`src/sv/text_console_cell_writer_unit_assert.svh`:
```
// Assertion macros used by the console cell writer RTL.
`ifndef TEXT_CONSOLE_CELL_WRITER_UNIT_ASSERT_SVH
`define TEXT_CONSOLE_CELL_WRITER_UNIT_ASSERT_SVH

`ifndef SYNTHESIS
// Clocked check, suppressed while reset is asserted (rstn low).
`define TCW_ASSERT(lbl, clk, rstn, prop, msg) \
  lbl: assert property (@(posedge clk) disable iff (!rstn) prop) else $error(msg);
// Clocked check that also holds during reset.
`define TCW_ASSERT_ALWAYS(lbl, clk, prop, msg) \
  lbl: assert property (@(posedge clk) prop) else $error(msg);
`else
`define TCW_ASSERT(lbl, clk, rstn, prop, msg)
`define TCW_ASSERT_ALWAYS(lbl, clk, prop, msg)
`endif

`endif

```
`src/sv/tcw_pkg.sv`:
```
// Shared types and constants of the text console cell writer.
`default_nettype none

package tcw_pkg;

  // Geometry defaults
  localparam int DEF_COLUMNS = 80;
  localparam int DEF_ROWS    = 25;

  // Field widths
  localparam int CMD_W  = 2;
  localparam int CHAR_W = 8;
  localparam int IDX_W  = 11;
  localparam int POS_W  = 11;
  localparam int CELL_W = 16;
  localparam int ATTR_W = 8;

  // Configuration port
  localparam int CFG_ADDR_W = 3;
  localparam int CFG_DATA_W = 32;
  localparam logic REG_TEXT_COLOR = 1'b0;
  localparam logic [ATTR_W-1:0] TEXT_COLOR_RESET = 8'h07;

  // Commands
  localparam logic [CMD_W-1:0] CMD_PUT   = 2'd0;
  localparam logic [CMD_W-1:0] CMD_READ  = 2'd1;
  localparam logic [CMD_W-1:0] CMD_CLEAR = 2'd2;

  // Control characters
  localparam logic [CHAR_W-1:0] CH_BACKSPACE = 8'd8;
  localparam logic [CHAR_W-1:0] CH_TAB       = 8'd9;
  localparam logic [CHAR_W-1:0] CH_NEWLINE   = 8'd10;
  localparam logic [CHAR_W-1:0] CH_RETURN    = 8'd13;
  localparam logic [CHAR_W-1:0] CH_SPACE     = 8'd32;

  // Cell value after reset
  localparam logic [CELL_W-1:0] BLANK_RESET = 16'h0720;

  typedef struct packed {
    logic [CMD_W-1:0]  command;
    logic [CHAR_W-1:0] char_code;
    logic [IDX_W-1:0]  cell_index;
  } in_word_t;

  typedef struct packed {
    logic [POS_W-1:0]  cursor_position;
    logic [CELL_W-1:0] cell_data;
  } out_word_t;

endpackage

`default_nettype wire

```
`src/sv/tcw_regs.sv`:
```
// APB configuration register: text attribute byte.
`default_nettype none

module tcw_regs
  import tcw_pkg::*;
(
  input  wire logic                  clk,
  input  wire logic                  rst_n,
  input  wire logic                  cfg_psel,
  input  wire logic                  cfg_penable,
  input  wire logic                  cfg_pwrite,
  input  wire logic [CFG_ADDR_W-1:0] cfg_paddr,
  input  wire logic [CFG_DATA_W-1:0] cfg_pwdata,
  output logic      [CFG_DATA_W-1:0] cfg_prdata,
  output logic                       cfg_pready,
  output logic      [ATTR_W-1:0]     text_color
);

  logic [ATTR_W-1:0] text_color_r, text_color_nxt;
  logic              wr_en;

  // register index is the word address
  assign wr_en = cfg_psel && cfg_penable && cfg_pwrite &&
                 (cfg_paddr[2] == REG_TEXT_COLOR);

  always_comb begin
    text_color_nxt = text_color_r;
    if (wr_en) begin
      text_color_nxt = cfg_pwdata[ATTR_W-1:0];
    end
  end

  always_ff @(posedge clk) begin
    if (!rst_n) begin
      text_color_r <= TEXT_COLOR_RESET;
    end else begin
      text_color_r <= text_color_nxt;
    end
  end

  // read back; unused addresses read zero
  always_comb begin
    cfg_prdata = '0;
    if (cfg_paddr[2] == REG_TEXT_COLOR) begin
      cfg_prdata = CFG_DATA_W'(text_color_r);
    end
  end

  assign cfg_pready = 1'b1;
  assign text_color = text_color_r;

endmodule

`default_nettype wire

```
`config.mk`:
```
export PLATFORM = sky130hd
export DESIGN_NAME = tcw_regs
export DESIGN_NICKNAME = d
export VERILOG_FILES = /design/src/sv/text_console_cell_writer_unit_assert.svh /design/src/sv/tcw_pkg.sv /design/src/sv/tcw_regs.sv
export SDC_FILE = /design/constraint.sdc
export NUM_CORES = 1
export LEC_CHECK = 0
export ABC_AREA = 1
export BUFFER_PORTS_ARGS = -buffer_cell sky130_fd_sc_hd__clkbuf_2
export CAP_MARGIN = 25
export CORE_AREA = 8 8 53 55
export DETAILED_ROUTE_END_ITERATION = 6
export DIE_AREA = 0 0 61 63
export PLACE_DENSITY = 0.88
export SLEW_MARGIN = 25
export SYNTH_ARGS = -nofsm -noshare
export SYNTH_HDL_FRONTEND = slang
export SYNTH_SLANG_ARGS = --single-unit
```
`constraint.sdc`:
```
create_clock -name clk -period 1.45 [get_ports clk]
set_clock_uncertainty 0.15 [all_clocks]
set_input_delay 0.3625 -clock clk [delete_from_list [all_inputs] [get_ports clk]]
set_output_delay 0.3625 -clock clk [all_outputs]
set_load 0.02 [all_outputs]
```
==> out/results.txt, run 1 <==
run status -> finished clean
kind of path behind the tightest hold check -> in -> reg
endpoint of the worst register-to-register path -> text_color[7]
number of DRC markers in iteration 0 -> 5
Routability Congestion -> 0.6879
total number of H-tree levels -> 1
Setup CP Type -> reg -> out
leading cell type by number of instances after synthesis -> sky130_fd_sc_hd__buf_4
largest area contributor in the netlist -> sky130_fd_sc_hd__buf_4
global-route wire length before repair -> 2173 um
setup slack, reg-to-reg -> 0.72 ns
final setup violating endpoints -> 0
antenna violations before repair -> 0
kind of launch point of the worst setup path -> flop
clock insertion delay at the later pin of the skew report -> 0.25 ns
floorplan core area -> 2063 um2
startpoint of the worst-slack reg-to-reg timing path -> text_color[7]
achievable clock frequency -> 0.7216 GHz
distinct cell type count after synthesis -> 15
sequential share of the synthesized area -> 0.2476
Port-buffer cells -> 29
wire length after detailed routing -> 1398 um
number of top-level pins -> 81
number of cells on the worst reg-to-reg path -> 2
max-slew violations -> 0
final worst-path cycle share -> 0.9558
count of fill cells added during filler insertion -> 252
dpl ws -> 0.03500 ns
Clock Sink Count -> 8
unrepaired setup endpoints after global routing -> yes
min Tclk post-route -> 1.386 ns
area growth from synthesis to layout -> 16.05%
average detailed-routed wire length per instance -> 9.258 um
predominant post-synthesis flop cell -> sky130_fd_sc_hd__dfxtp_1
final setup slack of the worst path -> 0.06415 ns
launch instance of the worst min-delay path -> cfg_pwdata[0]
largest net degree at the start of global routing -> 11
synthesized area divided by synthesized cell count -> 6.809 um2
flip-flop and latch count after synthesis -> 8
launching element of the worst setup path -> text_color[0]
post-synthesis cell count -> 95
CP Capture Point -> cfg_prdata[0]
Util after Layout -> 0.3639
Synth Cell Area -> 646.9 um2
initial core utilization -> 0.3135
post-DP HPWL -> 1207 um
number of max-capacitance violations reported -> 0
async set-or-reset flop fraction in the synthesized netlist -> 0
ranking of synthesized cells by instance count -> 25 x sky130_fd_sc_hd__buf_4, 15 x sky130_fd_sc_hd__inv_1, 13 x sky130_fd_sc_hd__nor2_1
largest fanout on the critical path -> 3
clock tree from TritonCTS -> done
Clock Pin Slew Worst Setup and Hold Paths -> 0.05 ns
Via density -> 3.477
Final Hold Viols -> 0
total power divided by cell area -> 761.7 nW/um2
largest cells by area after synthesis -> sky130_fd_sc_hd__buf_4 29%, sky130_fd_sc_hd__dfxtp_1 25%, sky130_fd_sc_hd__inv_1 8.7%, sky130_fd_sc_hd__nor2_1 7.5%, sky130_fd_sc_hd__nand2_1 7.0%
GRT Overall Usage -> 0.07248
Synth top area share -> 0.2901
WP data arrival -> 0.87 ns
P_leak -> 0.0004783 uW
Post-synth EDFFs -> 0
Num CTS Buffers -> 3
post-detailed-route DRC marker count -> 0
NumNets Final -> 165
horizontal extent of the die -> 61 um
num rows -> 17
Synth warnings -> 0
hold buffer count at cts -> 0
kind of end point of the critical path -> output port
maximum number of buffers from clock root to sink -> 2
clock tree root driver cell -> sky130_fd_sc_hd__clkbuf_4
detailed-routing iteration count for the pre-antenna-repair pass -> 2
area of the die -> 3843 um2
remaining global-route overflow -> 0
required time of the worst setup path -> 0.94 ns
Largest register FFs -> 8
number of nets with antenna violations after routing -> 0
share of cells above drive strength 1 -> 0.3902
vertical die dimension -> 63 um
Peak supply drop -> 0.0003720 V
ANT cells -> 0
total via count in the routed design -> 525
number of global-route vias before repair -> 522
## power breakdown
group | internal [uW] | switching, uW
clock | 94.7 | 75.2
sequential | 229 | 6.46
combinational | 42.2 | 124
total | 366 | 206
## critical path: stages, from the launching register on
cell,delay [ns]
sky130_fd_sc_hd__dfxtp_1,0.35
sky130_fd_sc_hd__inv_1,0.05
sky130_fd_sc_hd__nor2_1,0.07
sky130_fd_sc_hd__buf_2,0.17
## cells in the final DEF (no fill, tap or decap), drive strengths merged
| cell type | count |
|---|---|
| dfxtp | 8 |
| buf | 8 |
| inv | 15 |
| nor2 | 20 |
| nand3 | 8 |
| clkbuf | 24 |
| clkinv | 1 |
| conb | 25 |
| nand2 | 14 |
## cell type report
type                    count  area [um2]  share of cell area
multi-input cells          67       307.8              0.4100
well taps                  28       35.03             0.04667
inverters                  16       61.31             0.08167
repair buffers             29       157.7              0.2100
clock buffers               3       22.52             0.03000
flip-flops and latches      8       166.4              0.2217
## how the worst min path moves through the flow
| stage | to | slack [ns] | depth (start not counted) |
|---|---|---|---|
| finish | text_color[0] | 0.18 | 3 |
| global placement | text_color[2] | 0.32 | 2 |
| CTS | text_color[0] | 0.18 | 3 |
| detailed placement | text_color[1] | 0.32 | 2 |
| floorplan | text_color[0] | 0.34 | 2 |
| global route | text_color[1] | 0.20 | 3 |
## logic make-up (layout without fill, tap and decap cells)
family,Yosys count,after routing,synth area share
buffers and inverters,43,48,0.4100
AND/OR/NAND/NOR,42,42,0.3308
other,2,25,0.01161
flip-flops,8,8,0.2476
## metal layers
metal / vias to the layer above / part of all wire / GRT usage
met2: 25 / 0.51 / 0.1230
met5: - / 0 / 0
met4: 0 / 0 / 0.02624
met3: 0 / 0.11 / 0.02881
li1: 281 / - / -
met1: 219 / 0.38 / 0.07648
## metrics by stage
step                instance area, um2  power [uW]  hold WS (ns)  setup TNS, ns  instances
global route                     750.7       607.0        0.1967      -0.009790        151
finish                           750.7       571.8        0.1781              0        151
detailed placement               709.4       402.2        0.3240              0        148
global placement                 709.4       400.7        0.3185              0        148
floorplan                        733.2       416.0        0.3387              0        118
CTS                              734.5       573.2        0.1765              0        151
## what timing repair did
action                                 CTS  global route
setup buffers                            0             0
setup endpoints to repair                1             8
endpoints found under the hold margin    0             0
gates resized for setup                  1            18
Note: power is estimated with default switching activity, not from simulation.
==> run 2, diff against run 1 <==
- BUFFER_PORTS_ARGS: -buffer_cell sky130_fd_sc_hd__clkbuf_2 -> default
- CORE_AREA: 8 8 53 55 -> 8 8 47 49
- DIE_AREA: 0 0 61 63 -> 0 0 55 57
- DONT_BUFFER_PORTS: default -> 1
- PLACE_DENSITY: 0.88 -> 0.65
- clock period: 1.45 -> 1.68 ns (I/O delays scaled with it)
==> run 2 against run 1 <==
Wire length is 5.3% higher. Critical path depth fell by 1. Global-route usage is 1.6 points higher. Sequential share of layout area up 2.5 points. Hold slack worse by 0.075 ns. Utilization rose by 4.7 points. Design area decreased by 14%. Cell count decreased by 20%. Combinational power down 26%. Clock power shrank 14%. Count of clock-buffer cells in the layout unchanged. Die area is 18% lower. Largest cell class unchanged.
==> out/results.txt, run 2 (synthesis results as in run 1) <==
remaining global-route overflow -> 0 (unchanged)
max-slew violations -> 0 (unchanged)
flip-flop and latch area -> 160.2 um2 (-3.8%)
hold buffer count at cts -> 0 (unchanged)
Largest register FFs -> 8 (unchanged)
wire length after detailed routing -> 1472 um (+5.3%)
area growth from synthesis to layout -> 0.1935%
number of nets with antenna violations after routing -> 0 (unchanged)
achievable clock frequency -> 0.6667 GHz
Resize count post-CTS -> 0 (-1)
footprint of the multi-input gates -> 307.8 um2 (unchanged)
total power consumption of the routed design -> 470.4 uW (-18%)
commonest non-fill, non-tap cells in the layout -> 25 x sky130_fd_sc_hd__conb_1, 15 x sky130_fd_sc_hd__inv_1, 13 x sky130_fd_sc_hd__nor2_1
P_leak -> 0.0003980 uW (-17%)
number of global-route vias before repair -> 470 (-10%)
setup TNS -> 0 ns (unchanged)
most frequent standard cell in the layout excluding fill and tap cells -> sky130_fd_sc_hd__conb_1
post-DP HPWL -> 1223 um (+1.3%)
clock tree root driver cell -> sky130_fd_sc_hd__clkbuf_4
kind of launch point of the worst setup path -> flop
num rows -> 15 (-2)
final setup violating endpoints -> 0 (unchanged)
initial core utilization -> 0.4103 (+0.09679)
required time of the worst setup path -> 1.11 ns (+0.17 ns)
Placed Cells -> 118 (-20%)
Routability Congestion -> 0.7213 (+4.9%)
placed inst area -> 625.6 um2 (-12%)
count of fill cells added during filler insertion -> 180 (-29%)
clock insertion delay at the later pin of the skew report -> 0.25 ns (about the same)
Final Hold Viols -> 0 (unchanged)
share of cells above drive strength 1 -> 0.2212 (-0.1691)
Via density -> 4.025 (+16%)
GRT Overall Usage -> 0.08810 (+0.01562)
number of max-capacitance violations reported -> 0 (unchanged)
Num CTS Buffers -> 3 (unchanged)
Setup CP Type -> reg -> out
share of total power in combinational logic -> 0.262 (-0.030)
clock tree from TritonCTS -> done
number of DRC markers in iteration 0 -> 11 (+6)
area of the die -> 3135 um2 (-18%)
kind of path behind the tightest hold check -> in -> reg
postcts setup bufs -> 0 (unchanged)
min Tclk post-route -> 1.500 ns
antenna violations before repair -> 0 (unchanged)
Port-buffer cells -> 0 (-100%)
maximum number of buffers from clock root to sink -> 2 (unchanged)
kind of end point of the critical path -> output port
switching part of the total power -> 0.3552 (-0.005277)
floorplan core area -> 1577 um2 (-24%)
unrepaired setup endpoints after global routing -> no
NumNets Final -> 146 (-12%)
total number of H-tree levels -> 1 (unchanged)
total power divided by cell area -> 725.8 nW/um2 (-4.7%)
vertical die dimension -> 57 um (-9.5%)
final worst-path cycle share -> 0.8928
Seq pwr share -> 0.425 (+0.014)
run status -> finished clean
detailed-routing iteration count for the pre-antenna-repair pass -> 4 (+2)
global-route wire length before repair -> 2070 um (-4.7%)
Clock Sink Count -> 8 (unchanged)
Clock Pin Slew Worst Setup and Hold Paths -> 0.06 ns (about the same)
internal portion of total power -> 303.3 uW (-17%)
post-detailed-route DRC marker count -> 0 (unchanged)
number of top-level pins -> 81 (unchanged)
switching power of the nets -> 167.1 uW (-19%)
largest fanout on the critical path -> 2 (-1)
share of total power in the clock network -> 0.313 (+0.016)
average detailed-routed wire length per instance -> 12.17 um (+31%)
non-filler instance count after layout -> 121 (-20%)
horizontal extent of the die -> 55 um (-9.8%)
total via count in the routed design -> 487 (-7.2%)
ANT cells -> 0 (unchanged)
Peak supply drop -> 0.0002215 V (-40%)
WP data arrival -> 0.93 ns (+0.06 ns)
final std cell area, no fill -> 648.1 um2 (-14%)
largest net degree at the start of global routing -> 11 (unchanged)
[run 2: cell count changes in the layout (fill, tap and decap cells not counted)]
cell,delta
sky130_fd_sc_hd__clkbuf_2,-21
sky130_fd_sc_hd__buf_4,+5
sky130_fd_sc_hd__dfxtp_1,+5
sky130_fd_sc_hd__dfxtp_2,-5
sky130_fd_sc_hd__buf_2,-3
sky130_fd_sc_hd__inv_1,+1
sky130_fd_sc_hd__inv_2,-1
[run 2: worst paths after layout]
check | startpoint | endpoint | slack, ns | depth (start not counted)
max | text_color[1] | cfg_prdata[1] | 0.18 | 2
min | rst_n | text_color[1] | 0.10 | 1
max reg2reg | text_color[4] | text_color[4] | 0.82 | 3
min reg2reg | text_color[2] | text_color[2] | 0.47 | 3
[run 2: layout make-up]
type,instances,share of cell area
multi-input cells,67,0.4749
well taps,17,0.03282
inverters,16,0.09459
clock buffers,3,0.03475
repair buffers,10,0.1158
flip-flops and latches,8,0.2471
[run 2: metrics by stage]
stage,setup slack (ns),util,hold slack [ns]
2_1_floorplan,0.2676,-,0.3962
3_3_place_gp,0.3694,0.3968,0.3570
3_5_place_dp,0.3676,0.3968,0.3600
4_1_cts,0.1683,0.4111,0.09467
5_1_grt,0.1131,0.4111,0.08941
6_report,0.1801,0.4111,0.1030
[run 2: metal layers]
metal,track usage,up-vias,share of wire
met5,0,-,0
met2,0.1491,33,0.52
li1,-,242,-
met3,0.02338,2,0.13
met1,0.08246,210,0.34
met4,0.07216,0,0.014
[run 2: worst max-delay path, cell delays in order, from the launching register on]
cell                      delay [ns]
sky130_fd_sc_hd__dfxtp_1        0.33
sky130_fd_sc_hd__inv_1          0.04
sky130_fd_sc_hd__nor2_1         0.31
[run 2: power by group through the flow]
stage / clock, uW / sequential [uW] / combinational (uW)
finish: 147 / 200 / 123
global route: 169 / 200 / 133
CTS: 153 / 200 / 122
detailed placement: 0 / 204 / 121
global placement: 0 / 203 / 120
floorplan: 0 / 214 / 145
