--- config.mk ---
export PLATFORM = sky130hd
export DESIGN_NAME = tcw_ctrl
export DESIGN_NICKNAME = d
export VERILOG_FILES = /design/src/sv/tcw_pkg.sv /design/src/sv/tcw_ctrl.sv
export VERILOG_INCLUDE_DIRS = /design/src /design/src/sv
export SDC_FILE = /design/constraint.sdc
export NUM_CORES = 1
export LEC_CHECK = 0
export ABC_AREA = 1
export CAP_MARGIN = 10
export CORE_ASPECT_RATIO = 0.8
export CORE_UTILIZATION = 50
export CTS_CLUSTER_DIAMETER = 30
export CTS_CLUSTER_SIZE = 28
export DETAILED_ROUTE_END_ITERATION = 8
export DONT_BUFFER_PORTS = 1
export GPL_TIMING_DRIVEN = 0
export PLACE_DENSITY = 0.68
export SYNTH_ARGS = -nofsm -noshare
export SYNTH_HDL_FRONTEND = slang
export SYNTH_SLANG_ARGS = --single-unit
--- constraint.sdc ---
create_clock -name clk -period 6.7 [get_ports clk]
set_input_delay 0.335 -clock clk [delete_from_list [all_inputs] [get_ports clk]]
set_output_delay 0.335 -clock clk [all_outputs]
set_load 0.01 [all_outputs]
--- src/sv/text_console_cell_writer_unit_assert.svh ---
// Assertion macros used by the console cell writer RTL.
`ifndef TEXT_CONSOLE_CELL_WRITER_UNIT_ASSERT_SVH
`define TEXT_CONSOLE_CELL_WRITER_UNIT_ASSERT_SVH

`ifndef SYNTHESIS
// Clocked check, suppressed while reset is asserted (rstn low).
`define TCW_ASSERT(lbl, clk, rstn, prop, msg) \
  lbl: assert property (@(posedge clk) disable iff (!rstn) prop) else $error(msg);
// Clocked check that also holds during reset.
`define TCW_ASSERT_ALWAYS(lbl, clk, prop, msg) \
  lbl: assert property (@(posedge clk) prop) else $error(msg);
`else
`define TCW_ASSERT(lbl, clk, rstn, prop, msg)
`define TCW_ASSERT_ALWAYS(lbl, clk, prop, msg)
`endif

`endif

--- src/sv/tcw_pkg.sv ---
// Shared types and constants of the text console cell writer.
`default_nettype none

package tcw_pkg;

  // Geometry defaults
  localparam int DEF_COLUMNS = 80;
  localparam int DEF_ROWS    = 25;

  // Field widths
  localparam int CMD_W  = 2;
  localparam int CHAR_W = 8;
  localparam int IDX_W  = 11;
  localparam int POS_W  = 11;
  localparam int CELL_W = 16;
  localparam int ATTR_W = 8;

  // Configuration port
  localparam int CFG_ADDR_W = 3;
  localparam int CFG_DATA_W = 32;
  localparam logic REG_TEXT_COLOR = 1'b0;
  localparam logic [ATTR_W-1:0] TEXT_COLOR_RESET = 8'h07;

  // Commands
  localparam logic [CMD_W-1:0] CMD_PUT   = 2'd0;
  localparam logic [CMD_W-1:0] CMD_READ  = 2'd1;
  localparam logic [CMD_W-1:0] CMD_CLEAR = 2'd2;

  // Control characters
  localparam logic [CHAR_W-1:0] CH_BACKSPACE = 8'd8;
  localparam logic [CHAR_W-1:0] CH_TAB       = 8'd9;
  localparam logic [CHAR_W-1:0] CH_NEWLINE   = 8'd10;
  localparam logic [CHAR_W-1:0] CH_RETURN    = 8'd13;
  localparam logic [CHAR_W-1:0] CH_SPACE     = 8'd32;

  // Cell value after reset
  localparam logic [CELL_W-1:0] BLANK_RESET = 16'h0720;

  typedef struct packed {
    logic [CMD_W-1:0]  command;
    logic [CHAR_W-1:0] char_code;
    logic [IDX_W-1:0]  cell_index;
  } in_word_t;

  typedef struct packed {
    logic [POS_W-1:0]  cursor_position;
    logic [CELL_W-1:0] cell_data;
  } out_word_t;

endpackage

`default_nettype wire

--- src/sv/tcw_ctrl.sv ---
// Command sequencer: cursor, put/read/clear, scroll and fill sweeps.
`default_nettype none

`include "text_console_cell_writer_unit_assert.svh"

module tcw_ctrl
  import tcw_pkg::*;
#(
  parameter int COLUMNS = DEF_COLUMNS,
  parameter int ROWS    = DEF_ROWS,
  localparam int CELLS  = COLUMNS * ROWS,
  localparam int ADDR_W = $clog2(CELLS)
) (
  input  wire logic              clk,
  input  wire logic              rst_n,
  input  wire logic [ATTR_W-1:0] text_color,
  input  wire logic              in_valid,
  output logic                   in_ready,
  input  wire in_word_t          in_data,
  output logic                   out_valid,
  input  wire logic              out_ready,
  output out_word_t              out_data,
  output logic                   mem_we,
  output logic      [ADDR_W-1:0] mem_waddr,
  output logic      [CELL_W-1:0] mem_wdata,
  output logic      [ADDR_W-1:0] mem_raddr,
  input  wire logic [CELL_W-1:0] mem_rdata
);

  localparam int COL_W       = $clog2(COLUMNS);
  localparam int ROW_W       = (ROWS > 2) ? $clog2(ROWS) : 1;
  localparam int CMP_W       = ((ADDR_W > IDX_W) ? ADDR_W : IDX_W) + 1;
  localparam int SCROLL_LAST = CELLS - COLUMNS;

  // sequencer states
  localparam logic [2:0] ST_INIT   = 3'd0;
  localparam logic [2:0] ST_IDLE   = 3'd1;
  localparam logic [2:0] ST_READ   = 3'd2;
  localparam logic [2:0] ST_SCROLL = 3'd3;
  localparam logic [2:0] ST_FILL   = 3'd4;
  localparam logic [2:0] ST_RESP   = 3'd5;

  logic [2:0]        state_r, state_nxt;
  logic [ADDR_W-1:0] ptr_r, ptr_nxt;
  logic [ROW_W-1:0]  row_r, row_nxt;
  logic [COL_W-1:0]  col_r, col_nxt;
  logic [CELL_W-1:0] data_r, data_nxt;
  logic              out_valid_r, out_valid_nxt;
  out_word_t         out_data_r, out_data_nxt;

  logic [ADDR_W-1:0] cur_lin;
  logic [CELL_W-1:0] blank;
  logic [CMP_W-1:0]  idx_ext;
  logic              accept;

  logic [COL_W:0]    col_step;
  logic              row_adv;
  logic              scroll;
  logic [ROW_W-1:0]  row_put;
  logic              put_we;
  logic [ADDR_W-1:0] put_addr;
  logic [CELL_W-1:0] put_data;

  assign in_ready = (state_r == ST_IDLE);
  assign accept   = in_valid && in_ready;
  assign cur_lin  = ADDR_W'(row_r) * ADDR_W'(COLUMNS) + ADDR_W'(col_r);
  assign blank    = {text_color, CH_SPACE};
  assign idx_ext  = CMP_W'(in_data.cell_index);

  // put: cursor move and the single cell write, if any, that it causes
  always_comb begin
    col_step = {1'b0, col_r};
    row_adv  = 1'b0;
    put_we   = 1'b0;
    put_addr = cur_lin;
    put_data = blank;
    case (in_data.char_code)
      CH_NEWLINE: begin
        col_step = '0;
        row_adv  = 1'b1;
      end
      CH_RETURN: begin
        col_step = '0;
      end
      CH_TAB: begin
        col_step = ({1'b0, col_r} + (COL_W+1)'(4)) & ~(COL_W+1)'(3);
      end
      CH_BACKSPACE: begin
        if (col_r != '0) begin
          col_step = {1'b0, col_r} - (COL_W+1)'(1);
          put_we   = 1'b1;
          put_addr = cur_lin - ADDR_W'(1);
        end
      end
      default: begin
        col_step = {1'b0, col_r} + (COL_W+1)'(1);
        put_we   = 1'b1;
        put_data = {text_color, in_data.char_code};
      end
    endcase
    // wrap at the last column
    if (col_step >= (COL_W+1)'(COLUMNS)) begin
      col_step = '0;
      row_adv  = 1'b1;
    end
    scroll  = row_adv && (row_r == ROW_W'(ROWS - 1));
    row_put = (row_adv && !scroll) ? row_r + ROW_W'(1) : row_r;
  end

  // sequencer and memory port control
  always_comb begin
    state_nxt     = state_r;
    ptr_nxt       = ptr_r;
    row_nxt       = row_r;
    col_nxt       = col_r;
    data_nxt      = data_r;
    out_valid_nxt = out_valid_r && !out_ready;
    out_data_nxt  = out_data_r;
    mem_we        = 1'b0;
    mem_waddr     = ptr_r;
    mem_wdata     = blank;
    mem_raddr     = idx_ext[ADDR_W-1:0];
    case (state_r)
      ST_INIT: begin
        // post-reset sweep to the power-on blank
        mem_we    = 1'b1;
        mem_wdata = BLANK_RESET;
        if (ptr_r == ADDR_W'(CELLS - 1)) begin
          ptr_nxt   = '0;
          state_nxt = ST_IDLE;
        end else begin
          ptr_nxt = ptr_r + ADDR_W'(1);
        end
      end
      ST_IDLE: begin
        if (accept) begin
          data_nxt = '0;
          case (in_data.command)
            CMD_PUT: begin
              mem_we    = put_we;
              mem_waddr = put_addr;
              mem_wdata = put_data;
              col_nxt   = col_step[COL_W-1:0];
              row_nxt   = row_put;
              ptr_nxt   = '0;
              state_nxt = scroll ? ST_SCROLL : ST_RESP;
            end
            CMD_READ: begin
              state_nxt = (idx_ext < CMP_W'(CELLS)) ? ST_READ : ST_RESP;
            end
            CMD_CLEAR: begin
              row_nxt   = '0;
              col_nxt   = '0;
              ptr_nxt   = '0;
              state_nxt = ST_FILL;
            end
            default: begin
              state_nxt = ST_RESP;
            end
          endcase
        end
      end
      ST_READ: begin
        data_nxt  = mem_rdata;
        state_nxt = ST_RESP;
      end
      ST_SCROLL: begin
        // read one row ahead, write the word read last cycle one row up
        if (ptr_r != ADDR_W'(SCROLL_LAST)) begin
          mem_raddr = ptr_r + ADDR_W'(COLUMNS);
        end
        if (ptr_r != '0) begin
          mem_we    = 1'b1;
          mem_waddr = ptr_r - ADDR_W'(1);
          mem_wdata = mem_rdata;
        end
        if (ptr_r == ADDR_W'(SCROLL_LAST)) begin
          state_nxt = ST_FILL;
        end else begin
          ptr_nxt = ptr_r + ADDR_W'(1);
        end
      end
      ST_FILL: begin
        // blank from ptr to the end of the screen
        mem_we = 1'b1;
        if (ptr_r == ADDR_W'(CELLS - 1)) begin
          state_nxt = ST_RESP;
        end else begin
          ptr_nxt = ptr_r + ADDR_W'(1);
        end
      end
      ST_RESP: begin
        if (!out_valid_r || out_ready) begin
          out_valid_nxt                = 1'b1;
          out_data_nxt.cursor_position = POS_W'(cur_lin);
          out_data_nxt.cell_data       = data_r;
          state_nxt                    = ST_IDLE;
        end
      end
      default: begin
        state_nxt = ST_IDLE;
      end
    endcase
  end

  always_ff @(posedge clk) begin
    if (!rst_n) begin
      state_r     <= ST_INIT;
      ptr_r       <= '0;
      row_r       <= '0;
      col_r       <= '0;
      out_valid_r <= 1'b0;
    end else begin
      state_r     <= state_nxt;
      ptr_r       <= ptr_nxt;
      row_r       <= row_nxt;
      col_r       <= col_nxt;
      out_valid_r <= out_valid_nxt;
    end
  end

  // payload registers
  always_ff @(posedge clk) begin
    data_r     <= data_nxt;
    out_data_r <= out_data_nxt;
  end

  assign out_valid = out_valid_r;
  assign out_data  = out_data_r;

  // checks
  `TCW_ASSERT(a_cursor_range, clk, rst_n, ((COL_W+1)'(col_r) < (COL_W+1)'(COLUMNS) && row_r <= ROW_W'(ROWS - 1)), "cursor outside screen")
  `TCW_ASSERT(a_one_at_a_time, clk, rst_n, (in_valid && in_ready) |=> !in_ready, "second word taken while busy")
  `TCW_ASSERT(a_write_in_range, clk, rst_n, mem_we |-> (mem_waddr <= ADDR_W'(CELLS - 1)), "cell write past end of screen")
  `TCW_ASSERT(a_scroll_to_fill, clk, rst_n, (state_r == ST_SCROLL && ptr_r == ADDR_W'(SCROLL_LAST)) |=> (state_r == ST_FILL && ptr_r == ADDR_W'(SCROLL_LAST)), "scroll did not hand over to bottom row blank")

endmodule

`default_nettype wire

==> metrics.md <==
| Metric | Value |
|---|---|
| DRT iter0 DRCs | 393 |
| Largest family of logic cells by synthesized area | simple AND/OR/NAND/NOR gates |
| Async SR Flop Fraction | 0% |
| Req. time, crit path | 6.36 ns |
| Global route total overflow | 0 |
| Simple-Gate Fraction of Synth Area | 30.6% |
| Via count | 4630 |
| Post-synth EDFFs | 43 |
| Fin cells | 819 |
| Tcrit/Tclk final | 49.8% |
| Worst path cell trace | ha_1, ha_1, fa_1, nand2_1, inv_1, nand2_1, xor2_1, inv_1, nor3_2, xor2_1, nand2_1, nand2_1, nand2_1 |
| CTS resizes | 0 |
| CP Data Arrival Time | 3.00 ns |
| Clock slew at reported path FFs | 0.06 ns |
| Delay-heaviest family, CP | adder cells |
| CTS tree | done |
| Yosys warns | 0 |
| Sequential fraction of the synthesis area | 35.7% |
| Total CTS buffers | 9 |
| Fmax | 299 MHz |
| Initial antenna violation count | 0 |
| GPL Wtd Cong | 0.923 |
| Initial Util | 52.2% |
| Layout cell share with drive strength beyond 1 | 13.2% |
| Syn avg cell area | 7.70 sq um |
| Pwr dens | 175 mW/mm^2 |
| First-pass GRT wire length | 22100 microns |
| Capturing point of the worst reg2reg path | row_r[1] |
| Total track usage | 27.8% |
| Max-slew violations | 0 |
| Worst skew pair latency | 0.35 ns |
| Die height | 92.6 microns |
| Number of max-cap violations | 0 |
| Syn_nets | 738 |
| Vias per cell | 5.65 |
| Routed met3 length | 1430 microns |
| Slew headroom | 41.6% |
| Worst-case reg-to-reg path depth | 16 |
| H-tree lvl count | 3 |
| Fillers | 928 |
| Lkg Pwr | 2.37 nW |
| Hold wc startpoint | mem_rdata[5] |
| R2R Path Start | col_r[3] |
| Min Hold Slack | 0.204 ns |
| Post-Route Skew | 0.00779 ns |
| Largest net degree at the start of global routing | 20 |
| Netlist cell types | 56 |
| CP Capture Type | output pin |
| Core footprint | 0.00981 sq mm |
| Hold Path Sink | data_r[5] |
| CP Class | reg -> out |
| RSZ-0062 raised after global routing | no |
| Final hold vios | 0 |
| # diodes | 0 |
| Post-Synth Adder-Cell Area | 5.91% |
| IO Count | 117 |
| Setup_tns | 0 ns |
| Commonest non-fill, non-tap cells in the layout | nand2_1, inv_1, nor2_1 |
| Top_reg_cell synth | edfxtp_1 |
| DR pass1 iterations | 5 |
| CP max stage delay | 0.53 ns |
| M1 wire length | 6130 microns |
| Final setup violation count | 0 |
| Post-Route WL | 14200 microns |
| Status | finished, final reports clean |
| Final WS setup | 3.36 ns |
| Cts hold-fix bufs | 0 |
| Slowest-stage cell, CP | fa_1 |
| Highest Signal Layer | met4 |
| Vias in the first global route | 4267 |
| Crit path max fanout | 7 |
| Clock tree buffer depth | 2 |
| Placed insts | 803 |
| Port bufs | 0 |
| Multiplexer share of the synthesized area | 0% |
| Final Power | 0.980 mW |
| Most frequent CP cell | nand2_1 |
| Mapped Cells | 666 |
| Worst hold path class | in -> reg |
| Root Driver | clkbuf_16 |
| Pre-CTS setup slack | 3.71 ns |
| Worst slew pin tran | 0.876 ns |
| Die area | 0.0107 sq mm |
| Antenna Nets Post-Route | 0 |
| Met2 routed WL | 6420 microns |
| Horiz. Die Dim | 115 microns |
| WHS Path Cells | 2 |
| CP Buf/Inv Count | 2 |
| P&R area growth vs syn | 9.40% |
| Post-DP HPWL | 11000 microns |
| Synth Area in XOR/XNOR | 4.27% |
| Mapped Area | 0.00512 sq mm |
| Most common cell after layout, fill and taps aside | nand2_1 |
| Post-synthesis compound-gate area fraction | 14.5% |
| Number of remaining DRC errors | 0 |
| Clock sinks | 70 |
| WL per Instance | 17.3 microns |
| Maximum VDD drop | 129 uV |
| Clock period minus worst slack | 3.34 ns |
| R2r setup slk | 4.16 ns |
| Num rows | 32 |
| Post-CTS Setup Bufs | 0 |
| CP startpoint kind | flip-flop |
| # nets final | 750 |
| Flops & latches, synth | 70 |
## metrics by stage
stage                     cell area, sq um  util, %
after floorplan                       5120        -
after CTS                             5610     57.2
final                                 5610     57.2
after detailed placement              5320     54.2
after global placement                5300     54.0
after global routing                  5610     57.2
## state kept, by name, summed over array words and instances, names as in the netlist
| name | flops |
|---|---|
| col_r | 7 |
| data_r | 16 |
| out_data | 27 |
| out_valid | 1 |
| ptr_r | 11 |
| row_r | 5 |
| state_r | 3 |
## kinds of logic after synthesis
family                     after synthesis
buffers and inverters                  110
adders and majority gates               23
AOI/OAI and AO/OA                      119
xor gates and xnor gates                25
and+or+nand+nor                        319
DFF                                     70
## power by group
part / switching [mW] / internal [mW] / total (mW)
clock: 0.213 / 0.260 / 0.473
sequential: 0.00281 / 0.453 / 0.456
combinational: 0.0373 / 0.0138 / 0.0510
total: 0.253 / 0.727 / 0.980
## worst max path at each step
stage                    start            end  slack (ns)  depth (start not counted)
floorplan             row_r[1]  mem_waddr[10]        4.03                         13
global placement    state_r[0]      data_r[0]        3.26                          7
detailed placement    row_r[1]  mem_waddr[10]        3.71                         13
CTS                   row_r[1]  mem_waddr[10]        3.34                         13
global route          row_r[1]  mem_waddr[10]        3.08                         13
finish                row_r[1]  mem_waddr[10]        3.36                         13
## metal layers
layer,GRT usage (%),up-vias
met5,0,-
li1,-,2251
met2,42.7,235
met3,6.54,19
met1,38.8,2125
met4,8.01,0
## Yosys cell counts (5+ instances only)
cell type	instances	area share [%]
a21oi_1	37	3.6
buf_2	8	0.78
clkbuf_1	7	0.51
dfxtp_1	27	11
edfxtp_1	43	25
ha_1	21	5.1
inv_1	77	5.6
inv_2	10	0.73
nand2_1	137	10
nand2_2	8	0.98
nand3_1	45	4.4
nand4_1	12	1.5
nor2_1	73	5.3
nor2_2	5	0.61
nor2_4	7	1.5
nor3_1	9	0.88
o211ai_1	10	1.5
o21ai_0	44	4.3
xor2_1	21	3.6
## cell type report
class                   count  area (sq um)  share of cell area, %
clock inverters             7          65.1                   1.16
repair buffers              1          15.0                  0.268
multi-input cells         486          2840                   50.6
well taps                 136           170                   3.04
flip-flops and latches     70          1830                   32.7
clock buffers               9           225                   4.02
inverters                  91           349                   6.23
plain buffers              19           113                   2.01
(Power assumes the default switching activity.)
